[src/sv/mu8_pkg.sv]
package mu8_pkg;

    localparam int ByteWidth    = 8;
    localparam int UnitWidth    = 16;
    localparam int PartialWidth = 10;
    localparam int PendWidth    = 2;

    localparam logic [ByteWidth-1:0] AsciiMask   = 8'b1000_0000;
    localparam logic [ByteWidth-1:0] Lead2Mask   = 8'b1110_0000;
    localparam logic [ByteWidth-1:0] Lead2Code   = 8'b1100_0000;
    localparam logic [ByteWidth-1:0] Lead3Mask   = 8'b1111_0000;
    localparam logic [ByteWidth-1:0] Lead3Code   = 8'b1110_0000;
    localparam logic [ByteWidth-1:0] Lead2Data   = 8'h1f;
    localparam logic [ByteWidth-1:0] Lead3Data   = 8'h0f;
    localparam logic [ByteWidth-1:0] ContData    = 8'h3f;

    localparam logic [PendWidth-1:0] PendNone = 2'd0;
    localparam logic [PendWidth-1:0] PendOne  = 2'd1;
    localparam logic [PendWidth-1:0] PendTwo  = 2'd2;

    typedef struct packed {
        logic                    emit;
        logic [UnitWidth-1:0]    code_unit;
        logic                    error;
        logic                    last;
        logic [PendWidth-1:0]    pending;
        logic [PartialWidth-1:0] partial;
    } dec_result_t;

endpackage

[src/sv/mu8_in_stage.sv]
module mu8_in_stage
(
    input  logic                           clk,
    input  logic                           rst_n,
    input  logic                           s_tvalid,
    output logic                           s_tready,
    input  logic [mu8_pkg::ByteWidth-1:0]  s_tdata,   // byte_in
    input  logic                           s_tlast,   // end_of_string
    input  logic                           advance,
    output logic                           in_valid,
    output logic [mu8_pkg::ByteWidth-1:0]  in_byte,
    output logic                           in_eos
);

    logic                          valid_reg;
    logic                          valid_next;
    logic [mu8_pkg::ByteWidth-1:0] byte_reg;
    logic                          eos_reg;

    assign s_tready   = !valid_reg || advance;
    assign valid_next = s_tready ? s_tvalid : valid_reg;

    always_ff @(posedge clk or negedge rst_n)
    begin
        if (!rst_n)
        begin
            valid_reg <= 1'b0;
        end
        else
        begin
            valid_reg <= valid_next;
        end
    end

    always_ff @(posedge clk)
    begin
        if (s_tvalid && s_tready)
        begin
            byte_reg <= s_tdata;
            eos_reg  <= s_tlast;
        end
    end

    assign in_valid = valid_reg;
    assign in_byte  = byte_reg;
    assign in_eos   = eos_reg;

endmodule

[src/sv/mu8_decode.sv]
module mu8_decode
(
    input  logic [mu8_pkg::ByteWidth-1:0]    in_byte,
    input  logic                             in_eos,
    input  logic [mu8_pkg::PendWidth-1:0]    pending,
    input  logic [mu8_pkg::PartialWidth-1:0] partial,
    output mu8_pkg::dec_result_t             res
);

    logic [mu8_pkg::UnitWidth-1:0] acc;
    logic [mu8_pkg::PendWidth-1:0] pend_dec;
    logic [mu8_pkg::ByteWidth-1:0] cont_bits;

    assign cont_bits = in_byte & mu8_pkg::ContData;
    assign acc       = {partial, cont_bits[5:0]};
    assign pend_dec  = pending - mu8_pkg::PendOne;

    always_comb
    begin
        res           = '0;
        res.last      = in_eos;
        res.pending   = mu8_pkg::PendNone;
        res.partial   = '0;
        if (pending != mu8_pkg::PendNone)
        begin
            // continuation byte, not checked
            if (pend_dec == mu8_pkg::PendNone)
            begin
                res.emit      = 1'b1;
                res.code_unit = acc;
            end
            else if (in_eos)
            begin
                res.emit  = 1'b1;
                res.error = 1'b1;
            end
            else
            begin
                res.pending = pend_dec;
                res.partial = acc[mu8_pkg::PartialWidth-1:0];
            end
        end
        else if ((in_byte & mu8_pkg::AsciiMask) == '0)
        begin
            res.emit = 1'b1;
            if (in_byte == '0)
            begin
                res.error = 1'b1;
            end
            else
            begin
                res.code_unit = {{(mu8_pkg::UnitWidth-mu8_pkg::ByteWidth){1'b0}}, in_byte};
            end
        end
        else if ((in_byte & mu8_pkg::Lead2Mask) == mu8_pkg::Lead2Code ||
                 (in_byte & mu8_pkg::Lead3Mask) == mu8_pkg::Lead3Code)
        begin
            if (in_eos)
            begin
                // string ends on a lead byte
                res.emit  = 1'b1;
                res.error = 1'b1;
            end
            else if ((in_byte & mu8_pkg::Lead2Mask) == mu8_pkg::Lead2Code)
            begin
                res.pending = mu8_pkg::PendOne;
                res.partial = {2'b00, in_byte & mu8_pkg::Lead2Data};
            end
            else
            begin
                res.pending = mu8_pkg::PendTwo;
                res.partial = {2'b00, in_byte & mu8_pkg::Lead3Data};
            end
        end
        else
        begin
            // stray continuation or 1111xxxx lead
            res.emit  = 1'b1;
            res.error = 1'b1;
        end
    end

endmodule

[src/sv/mu8_out_stage.sv]
module mu8_out_stage
(
    input  logic                            clk,
    input  logic                            rst_n,
    input  logic                            in_valid,
    input  mu8_pkg::dec_result_t            res,
    output logic                            advance,
    output logic [mu8_pkg::PendWidth-1:0]   pending,
    output logic [mu8_pkg::PartialWidth-1:0] partial,
    output logic                            m_tvalid,
    input  logic                            m_tready,
    output logic [mu8_pkg::UnitWidth-1:0]   m_tdata,   // code_unit
    output logic                            m_tuser,   // error
    output logic                            m_tlast    // last
);

    logic                             valid_reg;
    logic                             valid_next;
    logic [mu8_pkg::UnitWidth-1:0]    unit_reg;
    logic                             err_reg;
    logic                             last_reg;
    logic [mu8_pkg::PendWidth-1:0]    pending_reg;
    logic [mu8_pkg::PartialWidth-1:0] partial_reg;

    // a byte moves on when the result slot is free or being drained
    assign advance = in_valid && (!valid_reg || m_tready);

    always_comb
    begin
        valid_next = valid_reg && !m_tready;
        if (advance)
        begin
            valid_next = res.emit;
        end
    end

    always_ff @(posedge clk or negedge rst_n)
    begin
        if (!rst_n)
        begin
            valid_reg   <= 1'b0;
            pending_reg <= mu8_pkg::PendNone;
            partial_reg <= '0;
        end
        else
        begin
            valid_reg <= valid_next;
            if (advance)
            begin
                pending_reg <= res.pending;
                partial_reg <= res.partial;
            end
        end
    end

    always_ff @(posedge clk)
    begin
        if (advance && res.emit)
        begin
            unit_reg <= res.code_unit;
            err_reg  <= res.error;
            last_reg <= res.last;
        end
    end

    assign pending  = pending_reg;
    assign partial  = partial_reg;
    assign m_tvalid = valid_reg;
    assign m_tdata  = unit_reg;
    assign m_tuser  = err_reg;
    assign m_tlast  = last_reg;

endmodule

[src/sv/modified_utf8_to_utf16_decoder_unit.sv]
// modified utf-8 to utf-16 decoder
// input stream s_*: one byte per word in s_tdata, s_tlast marks the last byte
//   of a string
// output stream m_*: one utf-16 code unit per word in m_tdata, m_tuser is the
//   error flag (code unit reads zero then), m_tlast follows the byte that
//   caused the word
// a word appears only when a 1-, 2- or 3-byte sequence completes, or on a
//   zero byte, a bad lead byte or a string cut short; lead bytes give no word
// throughput: one byte per cycle, sustained, with m_tready high
// an accepted byte is held in the input register, decoded from there, and
//   its word is registered in the result register, which drives m_*
// the decode state (continuation bytes due, partial value) sits beside the
//   result register and is updated as each byte leaves the input register
// reset clears both stages and the decode state; no word is pending after it
// when m_tready is low the result register holds its word, one more byte waits
//   in the input register and s_tready then drops
module modified_utf8_to_utf16_decoder_unit
(
    input  logic                           clk,
    input  logic                           rst_n,
    input  logic                           s_tvalid,
    output logic                           s_tready,
    input  logic [mu8_pkg::ByteWidth-1:0]  s_tdata,   // byte_in
    input  logic                           s_tlast,   // end_of_string
    output logic                           m_tvalid,
    input  logic                           m_tready,
    output logic [mu8_pkg::UnitWidth-1:0]  m_tdata,   // code_unit
    output logic                           m_tuser,   // error
    output logic                           m_tlast    // last
);

    logic                             advance;
    logic                             in_valid;
    logic [mu8_pkg::ByteWidth-1:0]    in_byte;
    logic                             in_eos;
    logic [mu8_pkg::PendWidth-1:0]    pending;
    logic [mu8_pkg::PartialWidth-1:0] partial;
    mu8_pkg::dec_result_t             res;

    mu8_in_stage u_in
    (
        .clk      (clk),
        .rst_n    (rst_n),
        .s_tvalid (s_tvalid),
        .s_tready (s_tready),
        .s_tdata  (s_tdata),
        .s_tlast  (s_tlast),
        .advance  (advance),
        .in_valid (in_valid),
        .in_byte  (in_byte),
        .in_eos   (in_eos)
    );

    mu8_decode u_dec
    (
        .in_byte (in_byte),
        .in_eos  (in_eos),
        .pending (pending),
        .partial (partial),
        .res     (res)
    );

    mu8_out_stage u_out
    (
        .clk      (clk),
        .rst_n    (rst_n),
        .in_valid (in_valid),
        .res      (res),
        .advance  (advance),
        .pending  (pending),
        .partial  (partial),
        .m_tvalid (m_tvalid),
        .m_tready (m_tready),
        .m_tdata  (m_tdata),
        .m_tuser  (m_tuser),
        .m_tlast  (m_tlast)
    );

endmodule

[config.mk]
export PLATFORM = sky130hd
export DESIGN_NAME = modified_utf8_to_utf16_decoder_unit
export DESIGN_NICKNAME = d
export VERILOG_FILES = /design/src/sv/mu8_pkg.sv /design/src/sv/mu8_in_stage.sv /design/src/sv/mu8_decode.sv /design/src/sv/mu8_out_stage.sv /design/src/sv/modified_utf8_to_utf16_decoder_unit.sv
export SDC_FILE = /design/constraint.sdc
export NUM_CORES = 1
export LEC_CHECK = 0
export ABC_AREA = 1
export BUFFER_PORTS_ARGS = -buffer_cell sky130_fd_sc_hd__buf_4
export CORE_MARGIN = 10
export CORE_UTILIZATION = 40
export DETAILED_ROUTE_END_ITERATION = 6
export PLACE_DENSITY = 0.69
export SYNTH_ARGS = -nofsm -noshare
export SYNTH_HDL_FRONTEND = slang
export SYNTH_HIERARCHICAL = 1
export SYNTH_SLANG_ARGS = --single-unit
export TNS_END_PERCENT = 100
[constraint.sdc]
create_clock -name clk -period 2.2 [get_ports clk]
set_input_delay 0.11 -clock clk [delete_from_list [all_inputs] [get_ports clk]]
set_output_delay 0.11 -clock clk [all_outputs]
set_load 0.05 [all_outputs]
### Yosys cells after proc, flatten, opt, wreduce, memory -nomap -nowiden

Cells that the tools add are included.

| storage, ports and cells | value |
|---|---|
| bits in registers | 41 |
| input port bits | 13 |
| output and inout bits | 20 |

| cells by class | value |
|---|---|
| add/subtract/negate cells | 1 |
| eq/ne operators | 2 |
| mux-type cells | 19 |
| reductions and logical operators | 14 |

Operator list:

| kind | count |
|---|---|
| two-way mux 12 bit | 7 |
| two-way mux 18 bit | 1 |
| zero test 8 bit | 2 |
| two-way mux 16 bit | 1 |
| two-way mux 8 bit | 2 |
| two-way mux 1 bit | 8 |
| == test 4 bit, second input constant | 1 |
| logical AND 1 bit | 4 |
| == test 3 bit, second input constant | 1 |
| zero test 1 bit | 3 |
| logical OR 1 bit | 3 |
| zero test 2 bit | 1 |
| nonzero test 2 bit | 1 |
| subtractor 2 x 1 -> 2 bit, second input constant | 1 |

### Logic depth before layout (Yosys ltp)

Gate-level depths: netlist of the first run.

| logic depth | value |
|---|---|
| depth after elaboration | 6 |
| depth in mapped cells | 9 |
| depth with buffers taken out | 8 |

### Modules after synthesis

The synthesis of the first run kept the hierarchy.

By module, submodules not included:

| module | times used | cells each | area each (um^2) | seq. area each (um^2) |
|---|---|---|---|---|
| mu8_out_stage | 1 | 78 | 1076.0 | 865.8 |
| mu8_decode | 1 | 98 | 441.7 | 0.0 |
| mu8_in_stage | 1 | 15 | 315.3 | 295.3 |

### Worst setup path before layout of the first run

OpenSTA, ideal clock, no wires.

| timing path | value |
|---|---|
| path type | reg-to-reg |
| start point | register u_out.pending_reg (netlist bit u_out/pending[0]) |
| end point | register u_out.unit_reg (netlist bit u_out/m_tdata[0]) (enable) |
| arrival | 1.839 ns |
| setup slack | -0.032 ns |
| stages on the path, launching flop included | 8 |
| clock period less this slack | 2.232 ns |
| path through | dfrtp_1 -> inv_1 -> ha_1 -> inv_2 -> buf_6 -> o21ai_0 -> inv_1 -> nor2_1 |

RTL lines:

| element | line | text |
|---|---|---|
| from (decl) | mu8_out_stage.sv:22 | `logic [mu8_pkg::PendWidth-1:0] pending_reg;` |
| from (signal assigned) | mu8_out_stage.sv:42 | `pending_reg <= mu8_pkg::PendNone;` |
| from (signal assigned) | mu8_out_stage.sv:50 | `pending_reg <= res.pending;` |
| to (signal assigned) | mu8_out_stage.sv:60 | `unit_reg <= res.code_unit;` |
| to (decl) | mu8_out_stage.sv:19 | `logic [mu8_pkg::UnitWidth-1:0] unit_reg;` |

==> results of run 1 <==
-- metrics by stage --
| stage | util [%] | power, mW | cell area (um^2) | worst slack [ps] | instances |
|---|---|---|---|---|---|
| finish | 52.17 | 2.738 | 2287 | 450.9 | 289 |
| global route | 52.17 | 2.923 | 2287 | 269.2 | 289 |
| CTS | 52.17 | 2.761 | 2287 | 446.8 | 289 |
| detailed placement | 48.06 | 2.285 | 2107 | 466.1 | 271 |
| global placement | 48.06 | 2.279 | 2107 | 512.4 | 271 |
| floorplan | - | 2.003 | 1836 | 252.8 | 191 |
-- layer usage --
layer / wire length [um] / part of all wire [%] / vias to the layer above
met1: 1778 / 46 / 627
met5: 0 / 0 / -
met3: 286 / 7.4 / 8
met2: 1677 / 44 / 51
li1: - / - / 697
met4: 104 / 2.7 / 0
-- where the power goes --
| part | leakage (nW) | switching (mW) | internal [mW] | total (mW) |
|---|---|---|---|---|
| Sequential | 0.448 | 0.0783 | 1.05 | 1.12 |
| Clock | 0.0395 | 0.235 | 0.225 | 0.461 |
| Combinational | 0.584 | 0.833 | 0.320 | 1.15 |
-- worst max-delay path: stages, from the launching register on --
cell	delay (ps)
dfrtp_1	380
inv_1	80
ha_1	350
a21oi_2	100
o21ai_0	90
inv_1	80
nor2_2	100
buf_4	250
-- logic make-up (layout without fill, tap and decap cells) --
logic type | after synthesis | in the layout | synth area share, %
flops | 41 | 41 | 63.35
compound gates | 10 | 10 | 3.004
simple gates | 105 | 105 | 23.69
buf+inv | 33 | 79 | 8.600
fa+ha+maj | 2 | 2 | 1.365
-- cell usage after synthesis --
cell and instances:
inv_1 23, buf_2 3, nand3_2 1, o22ai_1 1
nor2_1 32, nand2_2 2, o21ai_0 4, buf_4 2
ha_1 2, nand3_1 22, nor3_1 1, dfrtp_1 14
buf_6 3, inv_2 2, edfxtp_1 27, a21oi_2 1
nand2_1 47, a21oi_1 4
-- worst paths after layout --
path | start | endpoint | slack (ps) | cells past startpoint
max in group asynchronous | rst_n | u_out/partial[5]$_DFFE_PN0P_ | 1840 | 2
min in group asynchronous | rst_n | u_out/partial[3]$_DFFE_PN0P_ | 190 | 2
setup / recovery | u_out/pending[1]$_DFFE_PN0P_ | u_out/m_tdata[1]$_DFFE_PP_ | 450 | 7
hold / removal | s_tvalid | u_in/in_valid$_DFFE_PN0P_ | 10 | 3
hold reg to reg | u_out/partial[0]$_DFFE_PN0P_ | u_out/partial[0]$_DFFE_PN0P_ | 470 | 2
setup reg to reg | u_out/pending[1]$_DFFE_PN0P_ | u_out/m_tdata[1]$_DFFE_PP_ | 450 | 7
-- final cells by class --
class	count	area (um^2)	area share, %
well taps	52	65.06	2.845
flip-flops and latches	41	1161	50.77
repair buffers	46	370.4	16.19
clock buffers	8	80.08	3.501
inverters	25	93.84	4.103
multi-input cells	117	516.7	22.59
-- repair_timing --
item,CTS,global route
setup endpoints to repair,0,0
hold endpoints to repair,23,0
hold buffers,10,0
==> results.sh, run 1 <==
export IMPL_status="finished, final reports clean"
export IMPL_first_pass_iters=4
export IMPL_nFillCells=394
export IMPL_area_growth_pct=24.78
export IMPL_synth_top_cell_area_share_pct=44.23
export IMPL_yosysTopAreaCell="edfxtp_1"
export IMPL_wl_per_cell_um=13.31
export IMPL_met3_usage_pct=2.600
export IMPL_diodes=0
export IMPL_cts_root_buffer="clkbuf_8"
export IMPL_worstSkewPairLatency_ps=290
export IMPL_final_common_cell="nand2_1"
export IMPL_cellPowerDensity_nw_per_um2=1197
export IMPL_clkSinkCount=41
export IMPL_clock_skew_ps=3.013
export IMPL_wirelength_mm=3.846
export IMPL_drc=0
export IMPL_synth_area_leaders="edfxtp_1 44%, dfrtp_1 19%, nand2_1 9.6%, nor2_1 6.6%, nand3_1 6.0%"
export IMPL_maxCapViolations=0
export IMPL_crit_type="reg2reg"
export IMPL_netlist_area_um2=1833
export IMPL_crit_arrival_ps=1730
export IMPL_grt_max_degree=19
export IMPL_crit_path_max_fanout=18
export IMPL_row_count=24
export IMPL_ys_ff_latch=41
export IMPL_fin_nets=251
export IMPL_grt_busiest_layer="met2"
export IMPL_worstSetupStartpointType="flop"
export IMPL_worstMarginPinSlew_ps=409.9
export IMPL_cts_resized=0
export IMPL_htree_levels=2
export IMPL_vias_per_cell=4.785
export IMPL_vias=1383
export IMPL_grt_overflow=0
export IMPL_drive_gt1_share_pct=20.25
export IMPL_synth_seq_area_share_pct=63.34
export IMPL_dp_hpwl_mm=2.756
export IMPL_cts_setup_buffers=0
export IMPL_clockBufferDepth=2
export IMPL_finalSetupTns_ps=0
export IMPL_mostFrequentLayoutCells="47 x nand2_1, 36 x buf_4, 31 x nor2_1"
export IMPL_synth_nets=206
export IMPL_clk_pin_slew_worst_paths_ps=70
export IMPL_grt_pass1_vias=1427
export IMPL_fmax_mhz=571.7
export IMPL_rsz0062_at_grt="no"
export IMPL_syn_mean_instance_area_um2=9.597
export IMPL_setup_viol=0
export IMPL_end_kind="flop"
export IMPL_track_usage_pct=11.09
export IMPL_required_ps=2180
export IMPL_gr_usage_met2_pct=15.74
export IMPL_vdd_drop_max_uv=538.2
export IMPL_initial_core_util_pct=41.81
export IMPL_place_congestion=0.9197
export IMPL_netlist_instances=191
export IMPL_hold_viol_final=0
export IMPL_die_w_um=87.70
export IMPL_largest_reg_flops=16
export IMPL_fin_crit_sh_pct=79.50
export IMPL_p_leak_nw=1.071
export IMPL_yosys_warnings=6
export IMPL_min_period_ps=1749
export IMPL_cts_tree="done"
export IMPL_first_iter_violations=146
export IMPL_ant_nets=0
export IMPL_grt_pass1_wl_mm=6.699
export IMPL_core_area_um2=4384
export IMPL_slew_headroom_pct=72.67
export IMPL_dieArea_um2=7690
export IMPL_use_met1_pct=14.77
export IMPL_portBuffers=32
export IMPL_die_y_um=87.70
export IMPL_slew_viol_final=0
export IMPL_holdWs_ps=12.67
export IMPL_worstHoldPathType="in2reg"
export IMPL_antenna_found_initial=0
export IMPL_synthDistinctLibCells=18
export IMPL_io_pins=33
export IMPL_cts_buffers=5
Power figures use the tool's default switching activity.
==> run 2: changes to the inputs <==
--- a/config.mk
+++ b/config.mk
@@ -5,7 +5,7 @@
 export SDC_FILE = /design/constraint.sdc
 export NUM_CORES = 1
 export LEC_CHECK = 0
-export ABC_AREA = 1
+export ABC_AREA = 0
 export BUFFER_PORTS_ARGS = -buffer_cell sky130_fd_sc_hd__buf_4
 export CORE_MARGIN = 10
 export CORE_UTILIZATION = 40
==> constraint.sdc (replaced) <==
create_clock -name clk -period 1.6 [get_ports clk]
set_input_delay 0.08 -clock clk [delete_from_list [all_inputs] [get_ports clk]]
set_output_delay 0.08 -clock clk [all_outputs]
set_load 0.05 [all_outputs]
==> run 2 against run 1 <==
The run now ends with setup timing left. Power increased by 49%. Sequential share of layout area shrank 4.1 points. Hold slack improved by 70 ps. Combinational power grew 65%. Via count shrank 15%. Core utilization grew 4.3 points. Critical path type unchanged.
==> results.sh, run 2 <==
export IMPL_mostFrequentLayoutCells="44 x buf_4, 27 x edfxtp_1, 19 x and2_1"
export IMPL_cts_buffers=5
export IMPL_crit_type="reg2reg"
export IMPL_p_leak_nw=1.060
export IMPL_worstSetupStartpointType="flop"
export IMPL_slowest_delay_ps=400
export IMPL_portBuffers=32
export IMPL_crit_arrival_ps=1790
export IMPL_crit_chain="buf_6, ha_4, and2b_1, or3_1, nand2_2, nor2b_4, buf_12"
export IMPL_crit_slowest_cell="dfrtp_1"
export IMPL_dp_hpwl_mm=2.646
export IMPL_totalPowerFinal_mw=4.069
export IMPL_worstHoldPathType="in2reg"
export IMPL_synth_area_leaders="edfxtp_1 44%, dfrtp_1 19%, mux2_4 7.4%, and2_1 6.5%, nor4b_2 3.3%"
export IMPL_fin_ws_ps=-137.7
export IMPL_wl_per_cell_um=16.19
export IMPL_required_ps=1650
export IMPL_synthTopCellsByCount="27 x edfxtp_1, 19 x and2_1, 14 x dfrtp_1"
export IMPL_rsz0062_at_grt="yes"
export IMPL_fin_cells=236
export IMPL_postSynth_topFlopCell="edfxtp_1"
export IMPL_setup_viol=19
export IMPL_clkSinkCount=41
export IMPL_holdWs_ps=83.02
export IMPL_core_area_um2=4414
export IMPL_grt_pass1_vias=1316
export IMPL_largest_reg_flops=16
export IMPL_diodes=0
export IMPL_fin_crit_sh_pct=108.6
export IMPL_wirelength_mm=3.821
export IMPL_antenna_found_initial=0
export IMPL_first_pass_iters=4
export IMPL_netlist_instances=123
export IMPL_synth_nets=138
export IMPL_numPlacedInstances=215
export IMPL_status="complete, but fails checks"
export IMPL_clk_pin_slew_worst_paths_ps=70
export IMPL_drc=0
export IMPL_die_y_um=87.79
export IMPL_synthDistinctLibCells=33
export IMPL_ys_ff_latch=41
export IMPL_syn_mean_instance_area_um2=14.94
export IMPL_worstSkewPairLatency_ps=290
export IMPL_vdd_drop_max_uv=763.9
export IMPL_violations="setup timing"
export IMPL_io_pins=33
export IMPL_yosys_warnings=6
export IMPL_slew_viol_final=0
export IMPL_vias_per_cell=4.979
export IMPL_async_flop_share_pct=34.15
export IMPL_vias=1175
export IMPL_crit_path_max_fanout=18
export IMPL_ant_nets=0
export IMPL_netlist_area_um2=1838
export IMPL_nFillCells=337
export IMPL_synth_top_cell_area_share_pct=44.11
export IMPL_finalSetupTns_ps=-2428
export IMPL_grt_pass1_wl_mm=6.154
export IMPL_clock_skew_ps=6.861
export IMPL_yosysTopAreaCell="edfxtp_1"
export IMPL_r2r_slack_ps=-140
export IMPL_first_iter_violations=59
export IMPL_cts_tree="done"
export IMPL_maxCapViolations=0
export IMPL_clockBufferDepth=2
export IMPL_cts_root_buffer="clkbuf_8"
export IMPL_area_growth_pct=35.53
export IMPL_fin_nets=198
export IMPL_end_kind="flop"
export IMPL_initial_core_util_pct=41.64
export IMPL_dieArea_um2=7706
export IMPL_hold_viol_final=0
export IMPL_synth_seq_area_share_pct=63.17
export IMPL_worstMarginPinSlew_ps=368.5
export IMPL_htree_levels=2
export IMPL_yosysMostFrequentCell="edfxtp_1"
export IMPL_fmax_mhz=575.5
export IMPL_drive_gt1_share_pct=48.37
export IMPL_min_period_ps=1738
export IMPL_slew_headroom_pct=75.43
export IMPL_dp_slack_ps=-294.1
export IMPL_synth_enable_flop_cells=27
export IMPL_track_usage_pct=10.13
export IMPL_row_count=24
export IMPL_grt_max_degree=19
export IMPL_cellPowerDensity_nw_per_um2=1633
export IMPL_die_w_um=87.79
export IMPL_place_congestion=0.9077
export IMPL_grt_overflow=0
export IMPL_final_common_cell="buf_4"
run 2: changes by cell type after synthesis, sizes merged, moves of 3 or more:
cell,delta
nand2,-42
and2,+20
nand3,-23
buf,-3
inv,-19
a21oi,-3
nand2b,+4
nor4b,+4
mux2,+12
o21ai,-3
nor2,-28
run 2: cells by family (layout without fill, tap and decap cells):
logic type	after synthesis	after routing	share of synthesized area, %
compound gates	8	8	3.676
fa+ha+maj	2	2	1.361
buf+inv	11	72	3.676
flops	41	41	63.17
mux	12	12	9.190
simple gates	49	49	18.92
run 2: power by group:
group / switching [mW] / leakage [nW] / internal [mW] / total [mW]
clock network: 0.325 / 0.0422 / 0.306 / 0.631
registers: 0.110 / 0.448 / 1.42 / 1.53
logic: 1.14 / 0.569 / 0.769 / 1.90
run 2: metrics by stage:
step           cell area [um^2]  utilization, %
6_report                   2491           56.43
3_5_place_dp               2210           50.06
2_1_floorplan              1852               -
5_1_grt                    2491           56.43
3_3_place_gp               2210           50.06
4_1_cts                    2451           55.53
run 2: final timing paths:
check	end	depth (start not counted)	startpoint
max	u_out/m_tdata[10]$_DFFE_PP_	7	u_out/pending[0]$_DFFE_PN0P_
min	u_out/m_tvalid$_DFF_PN0_	3	m_tready
max reg2reg	u_out/m_tdata[10]$_DFFE_PP_	7	u_out/pending[0]$_DFFE_PN0P_
min reg2reg	u_out/partial[9]$_DFFE_PN0P_	1	u_out/partial[9]$_DFFE_PN0P_
max in group asynchronous	u_out/m_tvalid$_DFF_PN0_	2	rst_n
min in group asynchronous	u_out/partial[1]$_DFFE_PN0P_	2	rst_n
run 2: repair_timing:
item,CTS,global route
pin swaps,2,0
buffers inserted,2,1
endpoints found under the hold margin,24,0
setup endpoints to repair,19,27
hold buffers,11,0
resized for setup,4,9
run 2: final cells by class:
| cell class | instances | area [um^2] | area share (%) |
|---|---|---|---|
| clock buffer | 7 | 76.32 | 3.064 |
| clock inverter | 1 | 5.005 | 0.2009 |
| inverter | 6 | 22.52 | 0.9041 |
| multi-input combinational | 71 | 676.9 | 27.17 |
| sequential | 41 | 1162 | 46.66 |
| tap | 52 | 65.06 | 2.612 |
| timing repair buffer | 58 | 483.0 | 19.39 |
run 2: critical path, delay by kind of cell (launching register included):
family | cells | cell delay, ps
buf+inv | 2 | 280
simple gates | 4 | 650
flops | 1 | 400
fa+ha+maj | 1 | 150
run 2: metal layers:
metal	wire [um]	up-vias	share of wire, %	GRT usage (%)
met2	2081	32	54	17.46
met1	1490	578	39	11.12
met5	0	-	0	0
li1	-	559	-	-
met4	41	0	1.1	3.768
met3	207	6	5.4	3.714
==> run 3: changes to the inputs <==
--- a/config.mk
+++ b/config.mk
@@ -7,6 +7,7 @@
 export LEC_CHECK = 0
 export ABC_AREA = 0
 export BUFFER_PORTS_ARGS = -buffer_cell sky130_fd_sc_hd__buf_4
+export CORE_ASPECT_RATIO = 0.75
 export CORE_MARGIN = 10
 export CORE_UTILIZATION = 40
 export DETAILED_ROUTE_END_ITERATION = 6
==> run 3 against run 2 <==
The flow still finishes with violations (setup timing). First-iteration DRC count down 5.1%. Clock power up 60%. Register-to-register slack better by 30 ps. Critical path depth unchanged. Combinational power down 2%. Hold slack worse by 8.3 ps. Sequential cell count unchanged. Power up 8.0%. Maximum frequency up 1.6%. Via count down 1.6%. Largest power group unchanged. Highest routed layer unchanged.
==> results.sh, run 3 (synthesis results as in run 2) <==
export IMPL_status="complete, but fails checks"
export IMPL_nFillCells=357
export IMPL_vias_per_cell=4.837
export IMPL_vias=1156
export IMPL_hold_viol_final=0
export IMPL_swShare_pct=36.42
export IMPL_cellPowerDensity_nw_per_um2=1725
export IMPL_largest_reg_flops=16
export IMPL_holdWs_ps=74.72
export IMPL_rsz0062_at_grt="yes"
export IMPL_p_leak_nw=1.087
export IMPL_crit_arrival_ps=1770
export IMPL_htree_levels=2
export IMPL_diodes=0
export IMPL_dp_hpwl_mm=2.657
export IMPL_drc=0
export IMPL_io_pins=33
export IMPL_die_w_um=98.28
export IMPL_wirelength_mm=3.632
export IMPL_grt_overflow=0
export IMPL_intPower_mw=2.793
export IMPL_grt_pass1_vias=1286
export IMPL_p_comb_share_pct=42.3
export IMPL_crit_slowest_cell="dfrtp_1"
export IMPL_antenna_found_initial=0
export IMPL_seqPwrFrac_pct=34.8
export IMPL_r2r_slack_ps=-110
export IMPL_die_y_um=78.71
export IMPL_vdd_drop_max_uv=752.5
export IMPL_worstMarginPinSlew_ps=353.8
export IMPL_dieArea_um2=7735
export IMPL_grt_pass1_wl_mm=5.878
export IMPL_final_common_cell="buf_4"
export IMPL_fin_nets=196
export IMPL_area_growth_pct=38.53
export IMPL_violations="setup timing"
export IMPL_cts_root_buffer="clkbuf_8"
export IMPL_crit_type="reg2reg"
export IMPL_power_switching_mw=1.600
export IMPL_portBuffers=32
export IMPL_fin_crit_sh_pct=106.9
export IMPL_place_congestion=0.8539
export IMPL_crit_path_max_fanout=17
export IMPL_initial_core_util_pct=41.39
export IMPL_finalSetupTns_ps=-1772
export IMPL_maxCapViolations=0
export IMPL_cts_tree="done"
export IMPL_clk_pin_slew_worst_paths_ps=80
export IMPL_mostFrequentLayoutCells="43 x buf_4, 27 x edfxtp_1, 19 x and2_1"
export IMPL_crit_chain="buf_6, ha_2, and2b_1, or3_4, nand2_4, nor2b_4, buf_12"
export IMPL_first_pass_iters=4
export IMPL_worstHoldPathType="in2reg"
export IMPL_final_core_util_pct=57.34
export IMPL_first_iter_violations=56
export IMPL_slowest_delay_ps=390
export IMPL_ant_nets=0
export IMPL_clockBufferDepth=2
export IMPL_clkSinkCount=41
export IMPL_row_count=21
export IMPL_grt_max_degree=19
export IMPL_wl_per_cell_um=15.20
export IMPL_fin_ws_ps=-110.3
export IMPL_totalPowerFinal_mw=4.393
export IMPL_worstSkewPairLatency_ps=300
export IMPL_min_period_ps=1710
export IMPL_required_ps=1660
export IMPL_track_usage_pct=9.314
export IMPL_setup_viol=17
export IMPL_power_share_clock_pct=22.9
export IMPL_cts_buffers=5
export IMPL_core_area_um2=4441
export IMPL_worstSetupStartpointType="flop"
export IMPL_slew_headroom_pct=76.20
export IMPL_drive_gt1_share_pct=48.35
export IMPL_slew_viol_final=0
export IMPL_end_kind="flop"
export IMPL_fmax_mhz=584.7
export IMPL_clock_skew_ps=11.57
[run 3: cell types whose count changed in the layout (fill, tap and decap cells not counted), sizes merged]
| cell | previous run | this run |
|---|---|---|
| clkbuf | 7 | 5 |
| inv | 6 | 7 |
| bufinv | 0 | 2 |
| buf | 47 | 45 |
| clkinv | 1 | 0 |
[run 3: metal layers]
| metal | part of all wire, % | GRT usage [%] | vias to the layer above |
|---|---|---|---|
| met2 | 51 | 16.58 | 31 |
| met1 | 41 | 9.938 | 565 |
| met4 | 1.2 | 3.429 | 0 |
| li1 | - | - | 553 |
| met3 | 6.2 | 3.547 | 7 |
| met5 | 0 | 0 | - |
[run 3: what timing repair did]
item	in CTS	in global routing
hold endpoints to repair	24	0
hold buffers	11	0
gates resized for setup	3	10
pin swaps	2	1
buffers inserted	1	1
endpoints found under the setup margin	21	34
[run 3: cell type report]
class | count | area [um^2] | share of cell area, %
Clock buffer | 5 | 68.82 | 2.703
Clock inverter | 3 | 68.82 | 2.703
Inverter | 6 | 22.52 | 0.8845
Multi-Input combinational cell | 71 | 688.2 | 27.03
Sequential cell | 41 | 1162 | 45.65
Tap cell | 57 | 71.32 | 2.801
Timing Repair Buffer | 56 | 464.2 | 18.23
[run 3: metrics by stage]
step                      worst slack (ps)  cell area (um^2)  std cells
after global routing                -165.0              2546        239
after CTS                           -120.6              2487        239
after global placement              -201.7              2208        219
final                               -110.3              2546        239
after floorplan                     -170.5              1852        123
after detailed placement            -304.8              2208        219
[run 3: critical path: cells and delay by family, from the launching register on]
kind	cells	cell delay, ps
flip-flops	1	390
adder cells (fa/ha/maj)	1	170
buffers and inverters	2	270
AND/OR/NAND/NOR	4	640
[run 3: path summary, 6_finish.rpt]
check                                             start                           end  depth (start not counted)
min reg2reg                u_out/partial[9]$_DFFE_PN0P_  u_out/partial[9]$_DFFE_PN0P_                          1
min in group asynchronous                         rst_n  u_out/partial[0]$_DFFE_PN0P_                          2
max                        u_out/pending[0]$_DFFE_PN0P_   u_out/m_tdata[14]$_DFFE_PP_                          7
max reg2reg                u_out/pending[0]$_DFFE_PN0P_   u_out/m_tdata[14]$_DFFE_PP_                          7
max in group asynchronous                         rst_n      u_out/m_tvalid$_DFF_PN0_                          2
min                                            m_tready      u_out/m_tvalid$_DFF_PN0_                          3
[run 3: power groups by stage]
| stage | Sequential (mW) | Clock [mW] | Combinational (mW) |
|---|---|---|---|
| finish | 1.53 | 1.01 | 1.86 |
| global route | 1.56 | 1.07 | 1.97 |
| CTS | 1.53 | 1.02 | 1.74 |
| detailed placement | 1.55 | 0 | 1.67 |
| global placement | 1.55 | 0 | 1.62 |
| floorplan | 2.00 | 0 | 0.710 |
